<file path="src/dss_pkg.sv">
package dss_pkg;

    localparam int ENTRIES = 16;
    localparam int KEY_W   = 30;
    localparam int TAG_W   = 4;

    typedef struct packed {
        logic             valid;
        logic [KEY_W-1:0] key;
        logic [TAG_W-1:0] tag;
    } entry_t;

    typedef struct packed {
        logic load;
        logic shift;
    } cell_ctl_t;

endpackage

</file>
<file path="src/dss_cell.sv">
module dss_cell (
    input  logic                      clk,
    input  logic                      rst_n,
    input  dss_pkg::cell_ctl_t        ctl,
    input  logic [dss_pkg::KEY_W-1:0] new_key,
    input  logic [dss_pkg::TAG_W-1:0] new_tag,
    input  dss_pkg::entry_t           prev_entry,
    input  logic                      prev_ins,
    input  dss_pkg::entry_t           next_entry,
    output dss_pkg::entry_t           entry,
    output logic                      ins
);

    logic                      valid_reg;
    logic                      valid_next;
    logic [dss_pkg::KEY_W-1:0] key_reg;
    logic [dss_pkg::KEY_W-1:0] key_next;
    logic [dss_pkg::TAG_W-1:0] tag_reg;
    logic [dss_pkg::TAG_W-1:0] tag_next;

    // new entry goes above this cell when the cell is empty or holds a smaller key
    assign ins = !valid_reg || (new_key > key_reg);

    always_comb
    begin
        valid_next = valid_reg;
        key_next   = key_reg;
        tag_next   = tag_reg;
        if (ctl.load && ins)
        begin
            if (prev_ins)
            begin
                valid_next = prev_entry.valid;
                key_next   = prev_entry.key;
                tag_next   = prev_entry.tag;
            end
            else
            begin
                valid_next = 1'b1;
                key_next   = new_key;
                tag_next   = new_tag;
            end
        end
        else if (ctl.shift)
        begin
            valid_next = next_entry.valid;
            key_next   = next_entry.key;
            tag_next   = next_entry.tag;
        end
    end

    always_ff @(posedge clk or negedge rst_n)
    begin
        if (!rst_n)
        begin
            valid_reg <= 1'b0;
        end
        else
        begin
            valid_reg <= valid_next;
        end
    end

    always_ff @(posedge clk)
    begin
        key_reg <= key_next;
        tag_reg <= tag_next;
    end

    assign entry.valid = valid_reg;
    assign entry.key   = key_reg;
    assign entry.tag   = tag_reg;

endmodule

</file>
<file path="src/descending_stable_sorter.sv">
// Insertion sorter for batches of up to 16 key/tag entries. Entries are taken one beat
// per cycle into a chain of cells that keeps the batch ordered by key, greatest first,
// with equal keys in arrival order. A batch closes on a beat with batch_end set or on
// the beat that fills the chain; the chain then shifts toward its head one entry per
// output beat, the last marked with run_end. Input is stalled while a batch drains.
module descending_stable_sorter (
    input  logic                      clk,
    input  logic                      rst_n,
    input  logic                      in_valid,
    output logic                      in_stall,
    input  logic [dss_pkg::KEY_W-1:0] sort_key,
    input  logic [dss_pkg::TAG_W-1:0] entry_tag,
    input  logic                      batch_end,
    output logic                      out_valid,
    input  logic                      out_stall,
    output logic [dss_pkg::KEY_W-1:0] sorted_key,
    output logic [dss_pkg::TAG_W-1:0] sorted_tag,
    output logic                      run_end
);

    localparam logic ST_LOAD  = 1'b0;
    localparam logic ST_DRAIN = 1'b1;

    logic state_reg;
    logic state_next;

    dss_pkg::entry_t             cells [dss_pkg::ENTRIES];
    logic [dss_pkg::ENTRIES-1:0] ins_vec;
    logic [dss_pkg::ENTRIES-1:0] valid_vec;
    dss_pkg::cell_ctl_t          ctl;
    dss_pkg::entry_t             empty_entry;

    logic load;
    logic shift;

    assign in_stall  = (state_reg == ST_DRAIN);
    assign out_valid = (state_reg == ST_DRAIN);
    assign load      = in_valid && !in_stall;
    assign shift     = out_valid && !out_stall;
    assign ctl.load  = load;
    assign ctl.shift = shift;

    assign empty_entry.valid = 1'b0;
    assign empty_entry.key   = '0;
    assign empty_entry.tag   = '0;

    genvar gi;
    generate
        for (gi = 0; gi < dss_pkg::ENTRIES; gi++)
        begin : g_cell
            dss_cell u_cell (
                .clk        (clk),
                .rst_n      (rst_n),
                .ctl        (ctl),
                .new_key    (sort_key),
                .new_tag    (entry_tag),
                .prev_entry ((gi == 0) ? empty_entry : cells[(gi == 0) ? 0 : gi-1]),
                .prev_ins   ((gi == 0) ? 1'b0 : ins_vec[(gi == 0) ? 0 : gi-1]),
                .next_entry ((gi == dss_pkg::ENTRIES-1) ? empty_entry
                             : cells[(gi == dss_pkg::ENTRIES-1) ? gi : gi+1]),
                .entry      (cells[gi]),
                .ins        (ins_vec[gi])
            );
            assign valid_vec[gi] = cells[gi].valid;
        end
    endgenerate

    always_comb
    begin
        state_next = state_reg;
        case (state_reg)
            ST_LOAD:
            begin
                if (load && (batch_end || cells[dss_pkg::ENTRIES-2].valid))
                begin
                    state_next = ST_DRAIN;
                end
            end
            ST_DRAIN:
            begin
                if (shift && !cells[1].valid)
                begin
                    state_next = ST_LOAD;
                end
            end
            default:
            begin
                state_next = ST_LOAD;
            end
        endcase
    end

    always_ff @(posedge clk or negedge rst_n)
    begin
        if (!rst_n)
        begin
            state_reg <= ST_LOAD;
        end
        else
        begin
            state_reg <= state_next;
        end
    end

    assign sorted_key = cells[0].key;
    assign sorted_tag = cells[0].tag;
    assign run_end    = !cells[1].valid;

    // occupied cells form a prefix of the chain
    assert property (@(posedge clk) disable iff (!rst_n)
        ((valid_vec + 1'b1) & valid_vec) == '0)
        else $error("occupied cells not contiguous");

    assert property (@(posedge clk) disable iff (!rst_n)
        out_valid |-> cells[0].valid)
        else $error("drain with empty head cell");

    assert property (@(posedge clk) disable iff (!rst_n)
        cells[1].valid |-> (cells[0].key >= cells[1].key))
        else $error("head cells out of order");

    assert property (@(posedge clk) disable iff (!rst_n)
        (state_reg == ST_LOAD) |-> !cells[dss_pkg::ENTRIES-1].valid)
        else $error("chain full while loading");

    assert property (@(posedge clk) disable iff (!rst_n)
        (load && batch_end) |=> out_valid)
        else $error("closed batch did not start draining");

endmodule

</file>
<file path="config.mk">
export PLATFORM = sky130hd
export DESIGN_NAME = descending_stable_sorter
export DESIGN_NICKNAME = d
export VERILOG_FILES = /design/src/dss_pkg.sv /design/src/dss_cell.sv /design/src/descending_stable_sorter.sv
export SDC_FILE = /design/constraint.sdc
export NUM_CORES = 2
export LEC_CHECK = 0
export ABC_AREA = 0
export BUFFER_PORTS_ARGS = -buffer_cell sky130_fd_sc_hd__buf_2
export CAP_MARGIN = 20
export CORE_MARGIN = 2
export CORE_UTILIZATION = 55
export CTS_CLUSTER_DIAMETER = 120
export CTS_CLUSTER_SIZE = 8
export DETAILED_ROUTE_END_ITERATION = 8
export GPL_TIMING_DRIVEN = 0
export PLACE_DENSITY = 0.69
export SYNTH_ARGS = -nofsm -noshare
export SYNTH_HDL_FRONTEND = slang
export SYNTH_SLANG_ARGS = --single-unit
</file>
<file path="constraint.sdc">
create_clock -name clk -period 8.4 [get_ports clk]
set_input_delay 1.68 -clock clk [delete_from_list [all_inputs] [get_ports clk]]
set_output_delay 1.68 -clock clk [all_outputs]
set_load 0.05 [all_outputs]
</file>
======== Word level (Yosys, flattened, before mapping) ========
Cells that the tools add are included.
cells by class
  magnitude comparators ................... 16
  multiplexer cells ....................... 144
  bitwise operators ....................... 1
  reduce and logical (&&, ||, !) cells .... 71
operator list
  cell                 count
  $mux W30             47
  $gt A30 B30 Y1       16
  $mux W4              47
  $mux W1              49
  $reduce_bool A2 Y1   16
  $logic_and A1 B1 Y1  20
  $logic_not A1 Y1     18
  $logic_or A1 B1 Y1   17
  $pmux W1 S2          1
  $not A1 Y1           1
word-level totals
  bits in registers ....................... 561

======== Logic depth before layout (Yosys ltp) ========
  depth in word-level cells ............... 5
  mapped depth ............................ 13
  gate-level depth less buffers ........... 9

======== Hierarchy ========
A second synthesis with hierarchy kept.
unflattened totals
  cells, all modules ...................... 5,065
  area, all modules ....................... 49,917.9 sq um
by module, submodules not included
  module                    instances  cells each  area an instance (sq um)
  dss_cell                  16         316         3,115.5
  descending_stable_sorter  1          9           70.1

======== Least setup slack after synthesis ========
OpenSTA, ideal clock, no wires.
  path kind ............................... input port to flip-flop
  start ................................... input port sort_key[0] (netlist bit)
  end ..................................... register g_cell[7].u_cell.key_reg[0] (netlist bit) (enable)
  arrival ................................. 6,139 ps
  setup slack ............................. 1,789 ps
  stages .................................. 11
  buffers on the path ..................... 3
  cell sequence ........................... clkbuf_1 > clkbuf_1 > inv_1 > ha_1 > nand2b_1 > a21oi_1 > o31ai_1 > a211oi_1 > nor2_2 > buf_2 > o21ai_0
on the way
  cells in the longest elaborated chain, start to end .. 4
RTL lines
  what                                 RTL line                        source
  from (decl)                          descending_stable_sorter.sv:11  input logic [dss_pkg::KEY_W-1:0] sort_key,
  $gt A30 B30 Y1                       dss_cell.sv:22                  assign ins = !valid_reg || (new_key > key_reg);
  $logic_or A1 B1 Y1                   dss_cell.sv:22
  $logic_and A1 B1 Y1                  dss_cell.sv:29                  if (ctl.load && ins)
  $reduce_bool A2 Y1 (no source line)  --
  to (signal assigned)                 dss_cell.sv:66                  key_reg <= key_next;
  to (decl)                            dss_cell.sv:16                  logic [dss_pkg::KEY_W-1:0] key_reg;
Every way passes these cells.
A chain may end at the register's enable or synchronous reset.

======== Worst setup path in the final report ========
  start ................................... input port sort_key[0] (netlist bit)
  end ..................................... register g_cell[2].u_cell.key_reg[8] (netlist bit) (enable)
on the way
  cells in the longest elaborated chain, start to end .. 4
RTL lines
  what                                 RTL line
  $gt A30 B30 Y1                       dss_cell.sv:22
  $logic_or A1 B1 Y1                   dss_cell.sv:22
  $logic_and A1 B1 Y1                  dss_cell.sv:29
  $reduce_bool A2 Y1 (no source line)  --
  to (signal assigned)                 dss_cell.sv:66
  to (decl)                            dss_cell.sv:16
Every way passes these cells.

==> impl_results.md <==
- Status: complete, no violations
- Static leakage: 20.10 nW
- Crit path DAT: 6.93 ns
- Layout net count: 4922
- CP startpoint kind: primary input
- Syn_area_per_cell: 9.923 um2
- Most instantiated cells after synthesis: edfxtp_1, inv_1, mux2i_1
- Core ar.: 75820 um2
- Pin count of the biggest net entering global routing: 36
- Min-delay worst type: flip-flop to flip-flop
- Required @ worst endpoint: 8.55 ns
- Layout area overhead: 9.893%
- Main area contributors after synthesis: edfxtp_1, ha_1, mux2i_1
- Placer Congestion: 0.9276
- Synth Flop Type: edfxtp_1
- Vias in the first global route: between 30000 and 40000
- Routed Antenna Nets: 0
- Initial DRC count: 3615
- Synth Warn #: 0
- Post-synth EDFFs: 544
- Die Width: around 280 um
- Global-route usage over all layers: between 30% and 40%
- Vias per cell: 6.260
- Peak supply drop: approximately 0.15 mV
- PnR worst setup slack: 1.617 ns
- Root Driver: clkbuf_16
- Row count: 101
- Cells after Synth: between 4000 and 5000
- H-tree depth: 3
- Diodes inserted: 0
- Wirelength per Cell: 23.29 um
- Crit path max-delay cell type: nand2_2
- I/O pin cnt: 76
- Register bit total from synthesis: 561
- Worst Setup Path Type: primary input to flip-flop
- Drc violations: 0
- Relative slew slack: between 20% and 30%
- Seq/Total Area, Yosys: 39.90%
- Top-count cell post-synth: edfxtp_1
- Post-Syn Area: 42010 um2
- Post-layout min period: approximately 6.8 ns
- DP HPWL: 99.12 mm
- TritonCTS clock tree: yes
- Setup violations, final: 0
- Max Cap Viol: 0
- Leading area contributor after synthesis: edfxtp_1
- First-pass DRT Iterations: 8
- Maximum clock rate: roughly 150 MHz
- Multi-input logic area: 22130 um2
- CTS Sinks: roughly 560
- Max FO, Critical Path: 34
- Pre-CTS WS: 0.9876 ns
- Placed inst area: 43930 um2
- Fin crit share: 80.75%
- Pwr dens: 429.2 nW/um2
- Final Hold Vio Count: 0
- FF-to-FF setup slack: roughly 3.2 ns
- Fin area: 46170 um2
- CP peak stage delay: between 0.7 and 0.8 ns
- Max reg flops: 480
- Global-route wire length before repair: 194.9 mm
- Count of pins over their slew limit: 0
- Clk buf depth: 3
- Initial antenna violation count: 1
- Crit path max-delay family: buffers and inverters
- Hold slack: 0.5632 ns
- Worst setup EP type: flip-flop
- WP buf/inv: 4
- Postcts setup bufs: 0
- Worst-path clk slew: 0.05 ns
- Worst skew pair latency: 0.63 ns
- Fill cells: 6495
- Most used cell, CP: clkbuf_1
- CTS Buf Count: 80
- Die area: 78610 um2
- Via count: 33920
- Routed WL: 126.2 mm
- Worst path cell trace: clkbuf_1 > clkbuf_1 > inv_1 > ha_1 > nand3_1 > nor4_1 > nand2_1 > and3_1 > a32oi_1 > clkbuf_1 > nand2_2
- Netlist cell types: 76
- Unrepaired setup endpoints after global routing: no
- Layout cells sized above 1: 8.311%
- Worst Max-Slew Pin Slew: around 1.2 ns
- Die Ht: approximately 280 um
- Post_cts resized: 0
- Port Buf Inserts: 74
- Initial Util: a little under three fifths
- Gr ovfl total: 0
- Synth top area share: around 39%
- Layout Skew: between 0.015 and 0.02 ns
- Synthesized net count: 4753
- Hold_buf cts: 0
- Reg area: 16760 um2
- Ys async rst share: 3.030%
-- metrics by stage --
stage	utilization, %	setup TNS, ns	instances	total power (W)
6_report	60.89	0	5418	0.01982
5_1_grt	60.89	0	5418	0.02119
4_1_cts	60.88	0	5416	0.01964
3_5_place_dp	57.93	0	5297	0.01653
3_3_place_gp	57.51	-80.11	5286	0.01607
2_1_floorplan	-	0	4234	0.01347
-- final cells by class --
| type | instances | area share [%] |
|---|---|---|
| inverter | 513 | 4.171 |
| sequential | 561 | 36.30 |
| buffer | 264 | 2.710 |
| multi-input combinational | 2896 | 47.93 |
| clock inverter | 4 | 0.07588 |
| tap | 978 | 2.650 |
| clock buffer | 115 | 4.759 |
| timing repair buffer | 87 | 1.401 |
-- cell usage in the layout, fill, tap and decap left out, types with 35 or more instances in the layout --
cell type / count
ha_1: 480
nand2_1: 373
mux2_2: 35
o21ai_1: 104
a221o_1: 39
a21oi_1: 306
o221ai_1: 78
buf_2: 126
nand3_1: 78
and3_1: 40
inv_1: 513
buf_4: 44
edfxtp_1: 544
nor2_1: 220
clkbuf_1: 190
nand4_1: 90
a21o_1: 71
clkbuf_16: 83
mux2i_1: 510
o21ai_0: 165
-- per-layer routing --
layer	track usage (%)	part of all wire [%]
met4	9.187	2.7
met1	46.51	45
met2	50.30	45
met3	3.930	6.9
met5	0	0
-- worst register-to-register path: cells and delay by family (launching register included) --
kind | cells | cell delay [ns]
AO/OA/AOI/OAI | 2 | 0.86
buffers and inverters | 3 | 0.98
AND/OR/NAND/NOR | 4 | 2.33
flip-flops | 1 | 0.49
adder cells (fa/ha/maj) | 1 | 0.32
-- logic make-up after synthesis --
logic type                 count (synthesis)  share of synthesized area (%)
DFF                                      561                          39.90
adders and majority gates                480                          14.30
and+or+nand+nor                          916                          10.03
AOI/OAI and AO/OA                        921                          14.22
buffers and inverters                    777                          7.562
muxes                                    579                          14.00
-- where the power goes --
group | leakage, nW | total, W | internal [W] | switching (W)
Sequential | 5.48 | 0.00687 | 0.00548 | 0.00139
Combinational | 13.5 | 0.00987 | 0.00387 | 0.00599
Clock | 1.08 | 0.00308 | 0.00179 | 0.00129
Total | 20.1 | 0.0198 | 0.0111 | 0.00868
-- worst paths after layout --
path	from	to	cells past startpoint
setup / recovery	sort_key[0]	g_cell[2].u_cell.key_reg[8]	11
min in group asynchronous	rst_n	g_cell[1].u_cell.valid_reg	1
max in group asynchronous	rst_n	g_cell[14].u_cell.valid_reg	1
hold reg to reg	g_cell[14].u_cell.tag_reg[2]	g_cell[13].u_cell.tag_reg[2]	2
hold / removal	g_cell[14].u_cell.tag_reg[2]	g_cell[13].u_cell.tag_reg[2]	2
setup reg to reg	g_cell[11].u_cell.key_reg[29]	g_cell[11].u_cell.key_reg[6]	10
No activity file was read; power rests on OpenSTA's default activity.
